===== src/rtl/core/aes_pkg.sv =====
package aes_pkg;

  localparam int unsigned Rounds = 14;
  localparam int unsigned KeyRegs = 4;

  typedef logic [7:0] byte_t;
  typedef logic [127:0] blk_t;

  typedef enum logic [1:0] {
    CFG_KEY_WORD_0 = 2'd0,
    CFG_KEY_WORD_1 = 2'd1,
    CFG_KEY_WORD_2 = 2'd2,
    CFG_KEY_WORD_3 = 2'd3
  } cfg_idx_e;

  // control from the key expander to the cipher core
  typedef struct packed {
    logic busy;
  } ks_status_t;

  function automatic byte_t xtime(byte_t a);
    xtime = {a[6:0], 1'b0} ^ (a[7] ? 8'h1B : 8'h00);
  endfunction

  function automatic byte_t gf_mul(byte_t a, byte_t b);
    byte_t acc;
    byte_t x;
    acc = 8'h00;
    x = a;
    for (int i = 0; i < 4; i++) begin
      if (b[i]) acc = acc ^ x;
      x = xtime(x);
    end
    gf_mul = acc;
  endfunction

  function automatic byte_t sbox(byte_t x);
    logic [7:0] t [256];
    t = '{
      8'h63,8'h7c,8'h77,8'h7b,8'hf2,8'h6b,8'h6f,8'hc5,8'h30,8'h01,8'h67,8'h2b,8'hfe,8'hd7,8'hab,8'h76,
      8'hca,8'h82,8'hc9,8'h7d,8'hfa,8'h59,8'h47,8'hf0,8'had,8'hd4,8'ha2,8'haf,8'h9c,8'ha4,8'h72,8'hc0,
      8'hb7,8'hfd,8'h93,8'h26,8'h36,8'h3f,8'hf7,8'hcc,8'h34,8'ha5,8'he5,8'hf1,8'h71,8'hd8,8'h31,8'h15,
      8'h04,8'hc7,8'h23,8'hc3,8'h18,8'h96,8'h05,8'h9a,8'h07,8'h12,8'h80,8'he2,8'heb,8'h27,8'hb2,8'h75,
      8'h09,8'h83,8'h2c,8'h1a,8'h1b,8'h6e,8'h5a,8'ha0,8'h52,8'h3b,8'hd6,8'hb3,8'h29,8'he3,8'h2f,8'h84,
      8'h53,8'hd1,8'h00,8'hed,8'h20,8'hfc,8'hb1,8'h5b,8'h6a,8'hcb,8'hbe,8'h39,8'h4a,8'h4c,8'h58,8'hcf,
      8'hd0,8'hef,8'haa,8'hfb,8'h43,8'h4d,8'h33,8'h85,8'h45,8'hf9,8'h02,8'h7f,8'h50,8'h3c,8'h9f,8'ha8,
      8'h51,8'ha3,8'h40,8'h8f,8'h92,8'h9d,8'h38,8'hf5,8'hbc,8'hb6,8'hda,8'h21,8'h10,8'hff,8'hf3,8'hd2,
      8'hcd,8'h0c,8'h13,8'hec,8'h5f,8'h97,8'h44,8'h17,8'hc4,8'ha7,8'h7e,8'h3d,8'h64,8'h5d,8'h19,8'h73,
      8'h60,8'h81,8'h4f,8'hdc,8'h22,8'h2a,8'h90,8'h88,8'h46,8'hee,8'hb8,8'h14,8'hde,8'h5e,8'h0b,8'hdb,
      8'he0,8'h32,8'h3a,8'h0a,8'h49,8'h06,8'h24,8'h5c,8'hc2,8'hd3,8'hac,8'h62,8'h91,8'h95,8'he4,8'h79,
      8'he7,8'hc8,8'h37,8'h6d,8'h8d,8'hd5,8'h4e,8'ha9,8'h6c,8'h56,8'hf4,8'hea,8'h65,8'h7a,8'hae,8'h08,
      8'hba,8'h78,8'h25,8'h2e,8'h1c,8'ha6,8'hb4,8'hc6,8'he8,8'hdd,8'h74,8'h1f,8'h4b,8'hbd,8'h8b,8'h8a,
      8'h70,8'h3e,8'hb5,8'h66,8'h48,8'h03,8'hf6,8'h0e,8'h61,8'h35,8'h57,8'hb9,8'h86,8'hc1,8'h1d,8'h9e,
      8'he1,8'hf8,8'h98,8'h11,8'h69,8'hd9,8'h8e,8'h94,8'h9b,8'h1e,8'h87,8'he9,8'hce,8'h55,8'h28,8'hdf,
      8'h8c,8'ha1,8'h89,8'h0d,8'hbf,8'he6,8'h42,8'h68,8'h41,8'h99,8'h2d,8'h0f,8'hb0,8'h54,8'hbb,8'h16};
    sbox = t[x];
  endfunction

  function automatic byte_t inv_sbox(byte_t x);
    logic [7:0] t [256];
    t = '{
      8'h52,8'h09,8'h6a,8'hd5,8'h30,8'h36,8'ha5,8'h38,8'hbf,8'h40,8'ha3,8'h9e,8'h81,8'hf3,8'hd7,8'hfb,
      8'h7c,8'he3,8'h39,8'h82,8'h9b,8'h2f,8'hff,8'h87,8'h34,8'h8e,8'h43,8'h44,8'hc4,8'hde,8'he9,8'hcb,
      8'h54,8'h7b,8'h94,8'h32,8'ha6,8'hc2,8'h23,8'h3d,8'hee,8'h4c,8'h95,8'h0b,8'h42,8'hfa,8'hc3,8'h4e,
      8'h08,8'h2e,8'ha1,8'h66,8'h28,8'hd9,8'h24,8'hb2,8'h76,8'h5b,8'ha2,8'h49,8'h6d,8'h8b,8'hd1,8'h25,
      8'h72,8'hf8,8'hf6,8'h64,8'h86,8'h68,8'h98,8'h16,8'hd4,8'ha4,8'h5c,8'hcc,8'h5d,8'h65,8'hb6,8'h92,
      8'h6c,8'h70,8'h48,8'h50,8'hfd,8'hed,8'hb9,8'hda,8'h5e,8'h15,8'h46,8'h57,8'ha7,8'h8d,8'h9d,8'h84,
      8'h90,8'hd8,8'hab,8'h00,8'h8c,8'hbc,8'hd3,8'h0a,8'hf7,8'he4,8'h58,8'h05,8'hb8,8'hb3,8'h45,8'h06,
      8'hd0,8'h2c,8'h1e,8'h8f,8'hca,8'h3f,8'h0f,8'h02,8'hc1,8'haf,8'hbd,8'h03,8'h01,8'h13,8'h8a,8'h6b,
      8'h3a,8'h91,8'h11,8'h41,8'h4f,8'h67,8'hdc,8'hea,8'h97,8'hf2,8'hcf,8'hce,8'hf0,8'hb4,8'he6,8'h73,
      8'h96,8'hac,8'h74,8'h22,8'he7,8'had,8'h35,8'h85,8'he2,8'hf9,8'h37,8'he8,8'h1c,8'h75,8'hdf,8'h6e,
      8'h47,8'hf1,8'h1a,8'h71,8'h1d,8'h29,8'hc5,8'h89,8'h6f,8'hb7,8'h62,8'h0e,8'haa,8'h18,8'hbe,8'h1b,
      8'hfc,8'h56,8'h3e,8'h4b,8'hc6,8'hd2,8'h79,8'h20,8'h9a,8'hdb,8'hc0,8'hfe,8'h78,8'hcd,8'h5a,8'hf4,
      8'h1f,8'hdd,8'ha8,8'h33,8'h88,8'h07,8'hc7,8'h31,8'hb1,8'h12,8'h10,8'h59,8'h27,8'h80,8'hec,8'h5f,
      8'h60,8'h51,8'h7f,8'ha9,8'h19,8'hb5,8'h4a,8'h0d,8'h2d,8'he5,8'h7a,8'h9f,8'h93,8'hc9,8'h9c,8'hef,
      8'ha0,8'he0,8'h3b,8'h4d,8'hae,8'h2a,8'hf5,8'hb0,8'hc8,8'heb,8'hbb,8'h3c,8'h83,8'h53,8'h99,8'h61,
      8'h17,8'h2b,8'h04,8'h7e,8'hba,8'h77,8'hd6,8'h26,8'he1,8'h69,8'h14,8'h63,8'h55,8'h21,8'h0c,8'h7d};
    inv_sbox = t[x];
  endfunction

endpackage


===== src/rtl/core/aes_key_expand.sv =====
// Expands the key into the round-key memory, one 128-bit round key per cycle
// (four schedule words, a full half-key, per cycle) unless go_i restarts it.
module aes_key_expand #(
  parameter int unsigned ROUNDS = aes_pkg::Rounds,
  localparam int unsigned AW = $clog2(ROUNDS + 1)
) (
  input  logic               clk_i,
  input  logic               rst_ni,
  input  logic               go_i,
  input  logic [255:0]       key_i,
  output logic               we_o,
  output logic [AW-1:0]      waddr_o,
  output logic [127:0]       wdata_o,
  output aes_pkg::ks_status_t status_o
);

  typedef enum logic {KS_IDLE, KS_RUN} ks_state_e;

  ks_state_e       state_q;
  logic [127:0]    prev2_q, prev1_q;   // round keys i-2 and i-1
  logic [AW-1:0]   idx_q;
  logic [7:0]      rcon_q;
  logic [127:0]    next_key;

  function automatic logic [31:0] sub_word(logic [31:0] w);
    sub_word = {aes_pkg::sbox(w[31:24]), aes_pkg::sbox(w[23:16]),
                aes_pkg::sbox(w[15:8]), aes_pkg::sbox(w[7:0])};
  endfunction

  always_comb begin
    logic [31:0] t;
    logic [31:0] w0, w1, w2, w3;
    if (!idx_q[0]) begin
      t = sub_word({prev1_q[23:0], prev1_q[31:24]}) ^ {rcon_q, 24'h0};
    end else begin
      t = sub_word(prev1_q[31:0]);
    end
    w0 = prev2_q[127:96] ^ t;
    w1 = prev2_q[95:64] ^ w0;
    w2 = prev2_q[63:32] ^ w1;
    w3 = prev2_q[31:0] ^ w2;
    next_key = {w0, w1, w2, w3};
  end

  always_ff @(posedge clk_i or negedge rst_ni) begin
    if (!rst_ni) begin
      state_q <= KS_RUN;
      idx_q   <= '0;
      rcon_q  <= 8'h01;
      prev2_q <= '0;
      prev1_q <= '0;
    end else begin
      case (state_q)
        KS_IDLE: begin
          if (go_i) begin
            state_q <= KS_RUN;
            idx_q   <= '0;
            rcon_q  <= 8'h01;
          end
        end
        KS_RUN: begin
          if (go_i) begin
            idx_q  <= '0;
            rcon_q <= 8'h01;
          end else begin
            if (idx_q >= AW'(2)) begin
              prev2_q <= prev1_q;
              prev1_q <= next_key;
              if (!idx_q[0]) rcon_q <= aes_pkg::xtime(rcon_q);
            end else if (idx_q == AW'(0)) begin
              prev2_q <= key_i[255:128];
            end else begin
              prev1_q <= key_i[127:0];
            end
            if (idx_q == AW'(ROUNDS)) state_q <= KS_IDLE;
            idx_q <= idx_q + AW'(1);
          end
        end
        default: state_q <= KS_IDLE;
      endcase
    end
  end

  always_comb begin
    we_o    = (state_q == KS_RUN) && !go_i;
    waddr_o = idx_q;
    case (idx_q)
      AW'(0):  wdata_o = key_i[255:128];
      AW'(1):  wdata_o = key_i[127:0];
      default: wdata_o = next_key;
    endcase
    status_o.busy = (state_q == KS_RUN) || go_i;
  end

endmodule


===== config.mk =====
export PLATFORM = sky130hd
export DESIGN_NAME = aes_key_expand
export DESIGN_NICKNAME = d
export VERILOG_FILES = /design/src/rtl/core/aes_pkg.sv /design/src/rtl/core/aes_key_expand.sv
export SDC_FILE = /design/constraint.sdc
export NUM_CORES = 2
export LEC_CHECK = 0
export BUFFER_PORTS_ARGS = -buffer_cell sky130_fd_sc_hd__buf_2
export CAP_MARGIN = 5
export CORE_ASPECT_RATIO = 0.6
export CORE_MARGIN = 2
export CORE_UTILIZATION = 35
export DETAILED_ROUTE_END_ITERATION = 10
export SETUP_SLACK_MARGIN = 0.2
export SLEW_MARGIN = 20
export SYNTH_ARGS = -nofsm -noshare
export SYNTH_HDL_FRONTEND = slang
export SYNTH_SLANG_ARGS = --single-unit

===== constraint.sdc =====
create_clock -name clk_i -period 6.15 [get_ports clk_i]
set_clock_uncertainty 0.1 [all_clocks]
set_input_delay 0.3075 -clock clk_i [delete_from_list [all_inputs] [get_ports clk_i]]
set_output_delay 0.3075 -clock clk_i [all_outputs]
set_load 0.05 [all_outputs]

==> results_dict.tcl <==
set metrics [dict create \
    run_status "complete, but fails checks" \
    violated_checks "hold timing" \
    drt-initial-drc-count 6375 \
    insertion_delay_ns 0.67 \
    syn-num-nets 4387 \
    synth_edf_count 0 \
    setup_repair_bufs_after_cts 0 \
    coreArea_mm2 0.0878 \
    non_filler_instances 5657 \
    tritoncts_num_sinks 269 \
    globalRoute.totalOverflow 0 \
    cp_slowest_stage_delay_ns 0.61 \
    min_path_type "in -> reg" \
    fin_nets 4789 \
    worst_hold_path.num_cells 3 \
    design.die.area_mm2 0.0913 \
    die_width_um 389 \
    cts.htree.levels 1 \
    drcViolationCount 0 \
    total_number_of_cells_along_the_worst_setup_path 14 \
    dp_hpwl_um 118000 \
    crit_type "reg -> out" \
    required_ns 5.74 \
    die_h_um 235 \
    fin_tns_setup_ns 0 \
    placed_cell_area_mm2 0.0342 \
    maxCapViolations 0 \
    setup_viol 0 \
    cp_bufs_invs 3 \
    tritoncts_clock_tree "yes" \
    io_buffer_count 392 \
    rows 84 \
    fillers 8787 \
    top_level_ports 393 \
    number_of_hold_slack_violations_in_the_final_timing_report 1 \
    whs_endpoint "prev2_q[8]$_DFFE_PN0P_" \
    synth_area_per_cell_um2 7.65 \
    cts_root_buffer "clkbuf_16" \
    critical-path-slowest-cell "ha_1" \
    worst_setup_hold_path_clk_slew_ns 0.07 \
    synth_top_flop_cell "dfrtp_1" \
    final_antenna_net_count 0 \
    fin_worst_hold_slack_ns -0.0106 \
    max_clock_freq_ghz 0.169 \
    clock_path_buffers 3 \
    maxSlewViolCount 0 \
    detail_route.first_pass.iterations 7 \
    timing.critical_path.cells "buf_4 -> ha_1 -> buf_4 -> mux2i_1 -> a21bo_2 -> a2111oi_0 -> o21ai_0 -> o211ai_1 -> a211oi_2 -> xor2_2 -> xnor2_1 -> xnor2_1 -> o21ai_0 -> buf_2" \
    crit_path_start_kind "flip-flop" \
    final_layout_size_suffix_gt1_share_pct 18.8 \
    r2r_end "prev1_q[21]$_DFFE_PN0P_" \
    gp_congestion 1.04 \
    setup.worst_path.end_class "output pin" \
    finish.instance_area_mm2 0.0378 \
    route.detailed.vias_per_inst 6.53 \
    layout_worst_path_cycle_share_pct 96.1 \
    syn2layout_area_growth_pct 21.4 \
    critical_path_arrival_ns 5.50 \
    synth_area_mm2 0.0311 \
    avgRoutedWirePerCell_um 29.1 \
    routed-via-count 36900 \
    synth_cell_type_count 108 \
    synth.ff_latch_count 269 \
    final_period_minus_worst_setup_slack_ns 5.91 \
    grt_pass1_wl_um 239000 \
    ff2ff_path_depth 14 \
    pin_count_of_the_biggest_net_entering_global_routing 191 \
    drt_wl_total_um 164000 \
    ff2ff_setup_slack_ns 1.14 \
    critical_path.top_delay_family "compound AO/OA/AOI/OAI gates" \
    initial_util_pct 35.4 \
    ys_seq_area_share_pct 21.7 \
    grt_setup_unrepaired "yes" \
    placed_cells_incl_taps 5361 \
    grt_pass1_vias 34000 \
    worst_hold_startpoint "key_i[136]" \
    cts_buffer_count 30 \
    critical_path.max_fanout 39 \
    relSlewSlack_pct 25.7 \
    ys.warnings.count 0 \
    fraction_of_registers_with_async_set_reset_pct 100 \
    post_synth_inst_count 4064 \
    rr_startpoint "prev1_q[11]$_DFFE_PN0P_" \
    globalRouteTotalUtil_pct 34.3 \
    antenna_found_initial 11 \
    max_slew.worst_pin.slew_ns 1.11 \
]
## placed cells by master, fill, tap and decap left out, types with 27 or more instances in the layout
cell	count
a211oi_1	46
a21o_1	41
a21oi_1	238
a22oi_1	131
a311oi_1	28
a31oi_1	57
and2_1	33
and3_1	30
buf_2	390
buf_4	183
clkbuf_16	30
dfrtp_1	255
dlygate4sd3_1	234
ha_1	60
inv_1	47
mux2i_1	180
mux4_2	51
nand2_1	464
nand2b_1	92
nand3_1	60
nor2_1	232
nor2b_1	93
nor3_1	106
o211ai_1	52
o21a_1	31
o21ai_0	466
o311ai_0	47
o31ai_1	37
or2_2	27
or3_1	27
xnor2_1	83
xor2_1	60
## worst max-delay path by stage
| stage | start | endpoint | slack [ns] |
|---|---|---|---|
| 2_1_floorplan | prev1_q[8]$_DFFE_PN0P_ | wdata_o[19] | 1.19 |
| 6_report | prev1_q[25]$_DFFE_PN0P_ | wdata_o[5] | 0.24 |
| 5_1_grt | prev1_q[25]$_DFFE_PN0P_ | wdata_o[3] | 0.20 |
| 3_5_place_dp | prev1_q[11]$_DFFE_PN0P_ | wdata_o[52] | 0.88 |
| 4_1_cts | prev1_q[24]$_DFFE_PN0P_ | wdata_o[28] | 0.21 |
| 3_3_place_gp | prev1_q[24]$_DFFE_PN0P_ | wdata_o[28] | 0.82 |
## layout make-up
type / count / area [um^2] / area share (%)
sequential: 269 / 6760 / 17.9
timing repair buffer: 822 / 5960 / 15.8
antenna: 6 / 15.0 / 0.0398
tap: 1161 / 1450 / 3.85
multi-input combinational: 3283 / 22200 / 58.9
clock inverter: 19 / 304 / 0.805
inverter: 60 / 225 / 0.596
clock buffer: 37 / 817 / 2.16
## worst min-delay path, delay by kind of cell
| kind | cells | cell delay (ns) |
|---|---|---|
| AO/OA/AOI/OAI | 1 | 0.17 |
| buffers and inverters | 1 | 0.12 |
| multiplexers | 1 | 0.12 |
## flip-flops by register name, summed over array words and instances (netlist names)
name	count
prev1_q	128
state_q	1
waddr_o	4
rcon_q	8
prev2_q	128
## metal layers
layer	wire length (um)	global-route usage, %
met1	69200	49.4
met2	63800	46.3
met3	24000	12.6
met4	7160	11.9
met5	230	0.935
## cell families after synthesis
group | count (synthesis) | synth area share, %
AOI/OAI and AO/OA | 1512 | 32.3
and+or+nand+nor | 1274 | 19.7
buffers and inverters | 512 | 7.29
DFF | 269 | 21.7
muxes | 252 | 10.3
xor gates and xnor gates | 181 | 6.21
adders and majority gates | 64 | 2.57
## stage by stage
stage                     util (%)  setup slack (ns)  hold slack (ns)
after floorplan                  -              1.19          -0.0881
after global placement        39.0             0.824            0.301
after detailed placement      39.0             0.883            0.300
after CTS                     43.0             0.208         0.000475
after global routing          43.0             0.196          0.00293
final                         43.0             0.239          -0.0106
## repair_timing
item,4_1_cts,5_1_grt
hold buffers,234,0
pin swaps,0,1
hold endpoints to repair,335,0
resized for setup,1,13
endpoints found under the setup margin,1,17
## Yosys cell counts (all sizes together), types with 25 or more instances
cell type	n	share of area [%]
mux4	51	3.7
a21oi	240	3.9
a311oi	29	0.84
nand2	466	5.6
o21a	31	0.75
or3	27	0.54
nor3	107	1.7
nand2b	92	1.9
nor2b	94	1.9
o22ai	28	0.58
a221oi	25	0.74
mux2i	182	5.9
a21o	41	0.99
ha	64	2.6
and2	37	0.75
nor2	241	3.0
a22oi	132	3.2
o311ai	55	1.5
xnor2	100	3.2
buf	193	3.4
nand3	60	0.97
a211oi	47	1.2
dfrtp	267	21
or2	31	0.62
o31ai	37	0.89
and3	30	0.60
clkbuf	259	3.1
a31oi	57	1.1
o21ai	488	7.9
xor2	69	2.2
inv	52	0.63
o211ai	53	1.3
Power is not shown: default switching activity piles up to over one toggle a cycle in this logic, so the estimate is an artifact.
